[config.mk]
export PLATFORM = sky130hd
export DESIGN_NAME = byte_stuffing_framer_unit_flat
export DESIGN_NICKNAME = d
export VERILOG_FILES = /design/src/rtl/bsf_pkg.sv /design/src/rtl/bsf_if.sv /design/src/rtl/bsf_fifo.sv /design/src/rtl/bsf_front.sv /design/src/rtl/bsf_back.sv /design/src/rtl/byte_stuffing_framer_unit.sv /design/src/flat_wrapper.sv
export SDC_FILE = /design/constraint.sdc
export NUM_CORES = 1
export LEC_CHECK = 0
export ABC_AREA = 1
export BUFFER_PORTS_ARGS = -buffer_cell sky130_fd_sc_hd__buf_2
export CORE_MARGIN = 3
export CORE_UTILIZATION = 55
export CTS_CLUSTER_SIZE = 20
export DETAILED_ROUTE_END_ITERATION = 6
export PLACE_DENSITY = 0.73
export SLEW_MARGIN = 0
export SYNTH_ARGS = -nofsm -noshare
export SYNTH_HDL_FRONTEND = slang
export SYNTH_SLANG_ARGS = --single-unit
[constraint.sdc]
create_clock -name clk -period 10.9 [get_ports clk]
set_input_delay 0.545 -clock clk [delete_from_list [all_inputs] [get_ports clk]]
set_output_delay 0.545 -clock clk [all_outputs]
set_load 0.005 [all_outputs]
[src/rtl/bsf_pkg.sv]
// Shared types and constants for the byte stuffing framer.
// No dependencies.
`default_nettype none
package bsf_pkg;

  localparam int BYTE_W   = 8;
  localparam int CFG_IDX_W = 2;
  localparam int JOB_MAX  = 4;
  localparam int JOB_CNT_W = 3;

  // Configuration register indexes
  typedef enum logic [CFG_IDX_W-1:0] {
    CFG_DIRECTION = 2'd0,
    CFG_FLAG      = 2'd1,
    CFG_ESCAPE    = 2'd2
  } bsf_cfg_idx_t;

  // Direction codes
  localparam logic DIR_ENCODE = 1'b0;
  localparam logic DIR_DECODE = 1'b1;

  localparam logic [BYTE_W-1:0] FLAG_RESET   = 8'd126;
  localparam logic [BYTE_W-1:0] ESCAPE_RESET = 8'd125;

  // One classified input beat: up to four output bytes
  typedef struct packed {
    logic [JOB_CNT_W-1:0]           cnt;
    logic [JOB_MAX-1:0][BYTE_W-1:0] data;
    logic                           last;
  } bsf_job_t;

endpackage
`default_nettype wire

[src/rtl/bsf_if.sv]
// Handshake interfaces for the byte stuffing framer channels.
// Depends on bsf_pkg.
`default_nettype none
interface bsf_in_if import bsf_pkg::*; ();
  logic              valid;
  logic              ready;
  logic [BYTE_W-1:0] in_byte;
  logic              in_last;
  modport source (output valid, output in_byte, output in_last, input ready);
  modport sink (input valid, input in_byte, input in_last, output ready);
endinterface

interface bsf_out_if import bsf_pkg::*; ();
  logic              valid;
  logic              ready;
  logic [BYTE_W-1:0] out_byte;
  logic              out_last;
  modport source (output valid, output out_byte, output out_last, input ready);
  modport sink (input valid, input out_byte, input out_last, output ready);
endinterface

interface bsf_cfg_if import bsf_pkg::*; ();
  logic                 valid;
  logic                 ready;
  logic [CFG_IDX_W-1:0] index;
  logic [BYTE_W-1:0]    data;
  modport source (output valid, output index, output data, input ready);
  modport sink (input valid, input index, input data, output ready);
endinterface
`default_nettype wire

[src/rtl/bsf_fifo.sv]
// Short job queue between the classifier and the byte sender.
// Depends on bsf_pkg.
`default_nettype none
module bsf_fifo import bsf_pkg::*; #(
  parameter int DEPTH = 2
) (
  input  wire logic     clk,
  input  wire logic     rst,
  input  wire logic     push,
  input  wire bsf_job_t push_job,
  output logic          full,
  input  wire logic     pop,
  output bsf_job_t      head,
  output logic          head_valid
);
  localparam int PTR_W = (DEPTH > 1) ? $clog2(DEPTH) : 1;
  localparam int CNT_W = $clog2(DEPTH + 1);
  localparam logic [PTR_W-1:0] PTR_LAST = PTR_W'(DEPTH - 1);
  localparam logic [CNT_W-1:0] CNT_FULL = CNT_W'(DEPTH);

  bsf_job_t          slots [DEPTH];
  logic [PTR_W-1:0]  wr_ptr;
  logic [PTR_W-1:0]  rd_ptr;
  logic [CNT_W-1:0]  count;

  assign full       = (count == CNT_FULL);
  assign head_valid = (count != '0);
  assign head       = slots[rd_ptr];

  // Storage
  always_ff @(posedge clk) begin
    if (push) begin
      slots[wr_ptr] <= push_job;
    end
  end

  // Pointers and fill count
  always_ff @(posedge clk) begin
    if (rst) begin
      wr_ptr <= '0;
      rd_ptr <= '0;
      count  <= '0;
    end else begin
      if (push) begin
        wr_ptr <= (wr_ptr == PTR_LAST) ? '0 : wr_ptr + 1'b1;
      end
      if (pop) begin
        rd_ptr <= (rd_ptr == PTR_LAST) ? '0 : rd_ptr + 1'b1;
      end
      if (push && !pop) begin
        count <= count + 1'b1;
      end else if (pop && !push) begin
        count <= count - 1'b1;
      end
    end
  end
endmodule
`default_nettype wire

[src/rtl/bsf_front.sv]
// Front end: config registers, input acceptance and frame classification.
// Turns each input beat into a job of up to four bytes. Depends on bsf_pkg.
`default_nettype none
module bsf_front import bsf_pkg::*; (
  input  wire logic  clk,
  input  wire logic  rst,
  bsf_in_if.sink     in_stream,
  bsf_cfg_if.sink    cfg,
  input  wire logic  queue_full,
  output logic       push,
  output bsf_job_t   push_job
);
  // Configuration
  logic              direction;
  logic [BYTE_W-1:0] flag_value;
  logic [BYTE_W-1:0] escape_value;

  // Frame state
  logic              mid_frame;
  logic              escape_pending;
  logic [BYTE_W-1:0] held_byte;
  logic              held_valid;

  logic              mid_frame_next;
  logic              escape_pending_next;
  logic [BYTE_W-1:0] held_byte_next;
  logic              held_valid_next;

  logic              accept;
  logic              cfg_wr;
  logic              dir_wr;
  bsf_job_t          job;

  assign cfg.ready       = 1'b1;
  assign in_stream.ready = !queue_full;
  assign accept          = in_stream.valid && !queue_full;
  assign cfg_wr          = cfg.valid;
  assign dir_wr          = cfg_wr && (cfg.index == CFG_DIRECTION);
  assign push            = accept && (job.cnt != '0);
  assign push_job        = job;

  // Register writes
  always_ff @(posedge clk) begin
    if (rst) begin
      direction    <= DIR_ENCODE;
      flag_value   <= FLAG_RESET;
      escape_value <= ESCAPE_RESET;
    end else if (cfg_wr) begin
      unique case (cfg.index)
        CFG_DIRECTION: direction    <= cfg.data[0];
        CFG_FLAG:      flag_value   <= cfg.data;
        CFG_ESCAPE:    escape_value <= cfg.data;
        default:       ;
      endcase
    end
  end

  // Classify one beat into a job and the next frame state
  always_comb begin
    logic b_special;
    b_special           = (in_stream.in_byte == flag_value) ||
                          (in_stream.in_byte == escape_value);
    job                 = '0;
    mid_frame_next      = mid_frame;
    escape_pending_next = escape_pending;
    held_byte_next      = held_byte;
    held_valid_next     = held_valid;

    if (direction == DIR_ENCODE) begin
      if (!mid_frame) begin
        job.data[job.cnt[1:0]] = flag_value;
        job.cnt                = job.cnt + 1'b1;
        mid_frame_next         = 1'b1;
      end
      if (b_special) begin
        job.data[job.cnt[1:0]] = escape_value;
        job.cnt                = job.cnt + 1'b1;
      end
      job.data[job.cnt[1:0]] = in_stream.in_byte;
      job.cnt                = job.cnt + 1'b1;
      if (in_stream.in_last) begin
        job.data[job.cnt[1:0]] = flag_value;
        job.cnt                = job.cnt + 1'b1;
        job.last               = 1'b1;
        mid_frame_next         = 1'b0;
        escape_pending_next    = 1'b0;
        held_byte_next         = '0;
        held_valid_next        = 1'b0;
      end
    end else begin
      if (!mid_frame) begin
        // opening byte dropped
        mid_frame_next = !in_stream.in_last;
      end else if (in_stream.in_last) begin
        // closing byte dropped; flush the hold stage
        if (escape_pending) begin
          if (held_valid_next) begin
            job.data[job.cnt[1:0]] = held_byte_next;
            job.cnt                = job.cnt + 1'b1;
          end
          held_byte_next  = escape_value;
          held_valid_next = 1'b1;
        end
        if (held_valid_next) begin
          job.data[job.cnt[1:0]] = held_byte_next;
          job.cnt                = job.cnt + 1'b1;
          job.last               = 1'b1;
        end
        mid_frame_next      = 1'b0;
        escape_pending_next = 1'b0;
        held_byte_next      = '0;
        held_valid_next     = 1'b0;
      end else if (escape_pending) begin
        escape_pending_next = 1'b0;
        if (!b_special) begin
          if (held_valid_next) begin
            job.data[job.cnt[1:0]] = held_byte_next;
            job.cnt                = job.cnt + 1'b1;
          end
          held_byte_next  = escape_value;
          held_valid_next = 1'b1;
        end
        if (held_valid_next) begin
          job.data[job.cnt[1:0]] = held_byte_next;
          job.cnt                = job.cnt + 1'b1;
        end
        held_byte_next  = in_stream.in_byte;
        held_valid_next = 1'b1;
      end else if (in_stream.in_byte == escape_value) begin
        escape_pending_next = 1'b1;
      end else begin
        if (held_valid_next) begin
          job.data[job.cnt[1:0]] = held_byte_next;
          job.cnt                = job.cnt + 1'b1;
        end
        held_byte_next  = in_stream.in_byte;
        held_valid_next = 1'b1;
      end
    end
  end

  // Frame state update; a direction write aborts the frame
  always_ff @(posedge clk) begin
    if (rst || dir_wr) begin
      mid_frame      <= 1'b0;
      escape_pending <= 1'b0;
      held_byte      <= '0;
      held_valid     <= 1'b0;
    end else if (accept) begin
      mid_frame      <= mid_frame_next;
      escape_pending <= escape_pending_next;
      held_byte      <= held_byte_next;
      held_valid     <= held_valid_next;
    end
  end
endmodule
`default_nettype wire

[src/rtl/bsf_back.sv]
// Back end: walks the head job one byte per beat into the output register.
// Depends on bsf_pkg.
`default_nettype none
module bsf_back import bsf_pkg::*; (
  input  wire logic     clk,
  input  wire logic     rst,
  input  wire bsf_job_t head,
  input  wire logic     head_valid,
  output logic          pop,
  bsf_out_if.source     out_stream
);
  logic [1:0]        pos;
  logic              out_valid;
  logic [BYTE_W-1:0] out_byte;
  logic              out_last;
  logic              load;
  logic              at_end;

  assign load   = head_valid && (!out_valid || out_stream.ready);
  assign at_end = ({1'b0, pos} == JOB_CNT_W'(head.cnt - 1'b1));
  assign pop    = load && at_end;

  assign out_stream.valid    = out_valid;
  assign out_stream.out_byte = out_byte;
  assign out_stream.out_last = out_last;

  // Byte position within the head job
  always_ff @(posedge clk) begin
    if (rst) begin
      pos <= '0;
    end else if (load) begin
      pos <= at_end ? '0 : pos + 1'b1;
    end
  end

  // Output register
  always_ff @(posedge clk) begin
    if (rst) begin
      out_valid <= 1'b0;
    end else if (load) begin
      out_valid <= 1'b1;
    end else if (out_stream.ready) begin
      out_valid <= 1'b0;
    end
  end

  always_ff @(posedge clk) begin
    if (load) begin
      out_byte <= head.data[pos];
      out_last <= head.last && at_end;
    end
  end
endmodule
`default_nettype wire

[src/rtl/byte_stuffing_framer_unit.sv]
// Flag/escape byte stuffing framer and deframer, direction set by register.
// Path: each input beat is classified combinationally, queued as a job, then
// walked byte by byte into the output register. Input takes one beat per cycle
// while the queue is not full; output sends one byte per cycle while ready.
// Reset: synchronous; clears frame state, queue and output, restores registers.
`default_nettype none
module byte_stuffing_framer_unit import bsf_pkg::*; #(
  parameter int QUEUE_DEPTH = 2
) (
  input  wire logic clk,
  input  wire logic rst,
  bsf_in_if.sink    in_stream,
  bsf_out_if.source out_stream,
  bsf_cfg_if.sink   cfg
);
  logic     push;
  bsf_job_t push_job;
  logic     full;
  logic     pop;
  bsf_job_t head;
  logic     head_valid;

  bsf_front u_front (
    .clk        (clk),
    .rst        (rst),
    .in_stream  (in_stream),
    .cfg        (cfg),
    .queue_full (full),
    .push       (push),
    .push_job   (push_job)
  );

  bsf_fifo #(.DEPTH(QUEUE_DEPTH)) u_fifo (
    .clk        (clk),
    .rst        (rst),
    .push       (push),
    .push_job   (push_job),
    .full       (full),
    .pop        (pop),
    .head       (head),
    .head_valid (head_valid)
  );

  bsf_back u_back (
    .clk        (clk),
    .rst        (rst),
    .head       (head),
    .head_valid (head_valid),
    .pop        (pop),
    .out_stream (out_stream)
  );
endmodule
`default_nettype wire

[src/flat_wrapper.sv]
// flat-port wrapper written by rule: the top's interface ports become plain ports
module byte_stuffing_framer_unit_flat import bsf_pkg::*;
#(
  parameter int QUEUE_DEPTH = 2
)
  (clk, rst, in_stream_valid, in_stream_in_byte, in_stream_in_last, in_stream_ready, out_stream_valid, out_stream_out_byte, out_stream_out_last, out_stream_ready, cfg_valid, cfg_index, cfg_data, cfg_ready);
  bsf_in_if in_stream_i ();
  bsf_out_if out_stream_i ();
  bsf_cfg_if cfg_i ();
  input  wire logic clk;
  input  wire logic rst;
  input wire logic [$bits(in_stream_i.valid)-1:0] in_stream_valid;
  input wire logic [$bits(in_stream_i.in_byte)-1:0] in_stream_in_byte;
  input wire logic [$bits(in_stream_i.in_last)-1:0] in_stream_in_last;
  output wire logic [$bits(in_stream_i.ready)-1:0] in_stream_ready;
  output wire logic [$bits(out_stream_i.valid)-1:0] out_stream_valid;
  output wire logic [$bits(out_stream_i.out_byte)-1:0] out_stream_out_byte;
  output wire logic [$bits(out_stream_i.out_last)-1:0] out_stream_out_last;
  input wire logic [$bits(out_stream_i.ready)-1:0] out_stream_ready;
  input wire logic [$bits(cfg_i.valid)-1:0] cfg_valid;
  input wire logic [$bits(cfg_i.index)-1:0] cfg_index;
  input wire logic [$bits(cfg_i.data)-1:0] cfg_data;
  output wire logic [$bits(cfg_i.ready)-1:0] cfg_ready;
  assign in_stream_i.valid = in_stream_valid;
  assign in_stream_i.in_byte = in_stream_in_byte;
  assign in_stream_i.in_last = in_stream_in_last;
  assign in_stream_ready = in_stream_i.ready;
  assign out_stream_valid = out_stream_i.valid;
  assign out_stream_out_byte = out_stream_i.out_byte;
  assign out_stream_out_last = out_stream_i.out_last;
  assign out_stream_i.ready = out_stream_ready;
  assign cfg_i.valid = cfg_valid;
  assign cfg_i.index = cfg_index;
  assign cfg_i.data = cfg_data;
  assign cfg_ready = cfg_i.ready;
  byte_stuffing_framer_unit #(.QUEUE_DEPTH(QUEUE_DEPTH)) u_core (.clk(clk), .rst(rst), .in_stream(in_stream_i), .out_stream(out_stream_i), .cfg(cfg_i));
endmodule
==> impl_metrics.yaml <==
sta:
  skew_ns: 0.009285
  tightest_slew_ns: 1.185
  timing.hold.ws_ns: 0.3340
  hold_viol: 0
  finalSetupViolCount: 0
  rsz0062_at_grt: "no"
  period_share_pct: 37.03
  drv_slew: 0
  slew_headroom_pct: 20.42
  post-route-min-period_ns: 4.036
  setup-tns-final_ns: 0
  fmax_mhz: 247.8
clocking:
  worst_skew_pair.late_latency_ns: 0.42
  clkSlewWorstSetupHoldPaths_ns: 0.05
  clockBufferDepth: 2
  cts_buffers: 17
  cts_root_buf: "clkbuf_16"
  postCtsHoldBufs: 0
  tritoncts: "done"
  h-tree-depth: 4
  postCtsSetupBuffers: 0
  cts.sinks: 117
  cts_resized: 0
grt:
  grt.total_usage_pct: 31.46
  grt_overflow: 0
  antenna_found_initial: 0
  grt_pass1_wl_mm: 31.62
  grt_max_degree: 38
  grt_pass1_vias: 5651
hold_path:
  hold_path.class: "in2reg"
  whs_path_depth: 2
power:
  peakVddDrop_v: 0.0001401
  p_leak_nw: 2.971
  power_density_nw_per_um2: 196.2
synthesis:
  ys.flop_type: "edfxtp_1"
  synth_area_leaders: "edfxtp_1 (36%), nand2_1 (12%), dfxtp_1 (11%)"
  synthCells: 868
  synth_nets: 904
  syn_avg_cell_area_um2: 7.736
  synth_top_cell_by_area: "edfxtp_1"
  ys_warn_count: 0
  yosysUniqueCellTypes: 36
  synth_commonest_cells: "nand2_1 (219), nor2_1 (104), edfxtp_1 (81)"
  synth-edff-count: 81
  async_flop_share_pct: 0
  yosysMostFrequentCell: "nand2_1"
  netlist_area_um2: 6715
  ys_ff_latch: 117
  yosysSeqAreaShare_pct: 46.95
  yosys.area.top_type_share_pct: 36.22
flow_run:
  max_cap_viol_count: 0
outcome:
  status: "finished, final reports clean"
floorplanning:
  num_rows: 39
  start_util_pct: 57.58
  die_height_um: 116.5
  coreArea_um2: 11660
  fp.dieW_um: 116.5
  io_pins: 36
  die-area_um2: 13570
setup_path:
  path_depth: 17
  crit_buf_inv: 2
  startpoint_type: "register"
  r2r.worst_path.cells: 17
  cpPeakStageDelay_ns: 0.88
  path_common_cell: "nand2_1"
  critPathRequiredTime_ns: 11.06
  critPathMaxFanout: 28
  critPathKind: "reg2reg"
  cp.arrival_ns: 4.19
  cpLargestDelayFamily: "simple AND/OR/NAND/NOR gates"
  end_kind: "register"
  crit_chain: "xnor2_1, nand2_1, nor2_1, nand2_2, nand2_4, inv_1, ha_1, nor2_1, nor2_1, nand3_1, nand2_1, inv_1, nand2_1, nand2_1, nand2_1, nand2_1, nand2_1"
  crit_slowest_cell: "nor2_1"
cells_and_area:
  fin_nets: 915
  layout.area.seq_um2: 3153
  fin_area_um2: 7395
  diodes: 0
  multiInputGateArea_um2: 3060
  fill_cells: 1057
  synthToLayoutAreaGrowth_pct: 10.12
  drive_gt1_share_pct: 9.305
routing:
  dr.pass1.iters: 7
  drt-total-wl_mm: 20.45
  viasPerCell: 6.052
  ant_nets: 0
  via_count: 6264
  routedWlPerCell_um: 19.76
  drcViolationCount: 0
  drtIter0Drc: 809
placement:
  place_hpwl_mm: 14.08
  globalplace.congestion: 1.001
  placed_area_um2: 6874
  port_buffers: 34
## placed cells by master (no fill, tap or decap), types with 2 or more instances in the layout
cell type / netlist / layout
nand2_4: 3 / 3
nor2_1: 104 / 103
nor3_1: 6 / 6
ha_1: 12 / 12
nand2_1: 219 / 219
dfxtp_1: 36 / 36
edfxtp_1: 81 / 81
clkinv_1: 3 / 3
o21ai_0: 80 / 80
clkinv_2: 0 / 4
nand2_2: 2 / 2
xor2_1: 2 / 2
clkbuf_8: 0 / 3
o22ai_1: 9 / 9
inv_1: 64 / 64
xnor2_1: 13 / 13
clkbuf_16: 0 / 17
or2_2: 5 / 5
clkbuf_1: 23 / 7
inv_2: 2 / 2
a21oi_1: 58 / 58
o21ai_1: 5 / 5
nand3_1: 79 / 79
buf_4: 3 / 7
mux2i_1: 3 / 3
o311ai_0: 8 / 8
buf_2: 16 / 34
o211ai_1: 9 / 9
a31oi_1: 8 / 8
## power breakdown
part	leakage [nW]	total [W]	switching, W	internal (W)
clock	0.255	0.000495	0.000189	0.000306
sequential	1.05	0.000599	0.0000277	0.000571
combinational	1.67	0.000356	0.000242	0.000114
total	2.97	0.00145	0.000459	0.000992
## cell type report
class / count / area share, %
clock buffers: 27 / 6.667
clock inverters: 5 / 0.3723
inverters: 69 / 3.503
multi-input cells: 633 / 41.39
flip-flops and latches: 117 / 42.64
well taps: 143 / 2.420
repair buffers: 41 / 3.012
## final timing paths
kind                                             start                                   to  slack (ns)
max          u_core.u_front.flag_value[7]$_SDFFE_PP0P_  u_core.u_fifo.slots[0][4]$_DFFE_PP_        6.86
min reg2reg          u_core.u_fifo.rd_ptr$_SDFFE_PP0P_                             register        0.48
min                                                rst                             register        0.33
max reg2reg  u_core.u_front.flag_value[7]$_SDFFE_PP0P_  u_core.u_fifo.slots[0][4]$_DFFE_PP_        6.86
## state kept, by name, indices dropped and copies added, names as in the netlist, named ones only
signal / cells
u_core.u_fifo.rd_ptr: 1
u_core.u_front.direction: 1
u_core.u_front.mid_frame: 1
u_core.u_back.out_stream.out_byte: 8
u_core.u_back.pos: 2
u_core.u_back.out_stream.valid: 1
u_core.u_front.held_byte: 8
u_core.u_fifo.count: 2
u_core.u_fifo.wr_ptr: 1
u_core.u_fifo.slots: 72
u_core.u_front.escape_pending: 1
u_core.u_front.escape_value: 8
u_core.u_front.held_valid: 1
u_core.u_front.flag_value: 8
u_core.u_back.out_stream.out_last: 1
## routing by layer
layer	wire [µm]	vias to the layer above	GRT usage, %
met3	1763	66	7.461
met2	9003	329	47.03
met1	8786	2928	43.07
met4	898	0	15.39
li1	-	2941	-
met5	0	-	0
## cells by family after synthesis
logic type,count (synthesis),synth area share (%)
and+or+nand+nor,421,26.03
AOI/OAI and AO/OA,181,14.81
buffers and inverters,118,7.509
DFF,117,46.95
xor gates and xnor gates,15,1.956
adders and majority gates,12,2.236
muxes,3,0.4472
other,1,0.05584
## metrics by stage
| step | total power (W) | util (%) | worst slack (ns) | instances |
|---|---|---|---|---|
| after global routing | 0.001518 | 63.41 | 6.673 | 1035 |
| after floorplan | 0.0008349 | - | 6.679 | 868 |
| after detailed placement | 0.0009603 | 58.94 | 6.820 | 1003 |
| after CTS | 0.001452 | 63.41 | 7.037 | 1035 |
| final | 0.001450 | 63.41 | 6.864 | 1035 |
| after global placement | 0.0009497 | 58.94 | 6.841 | 1003 |
No activity file was read; power rests on OpenSTA's default activity.
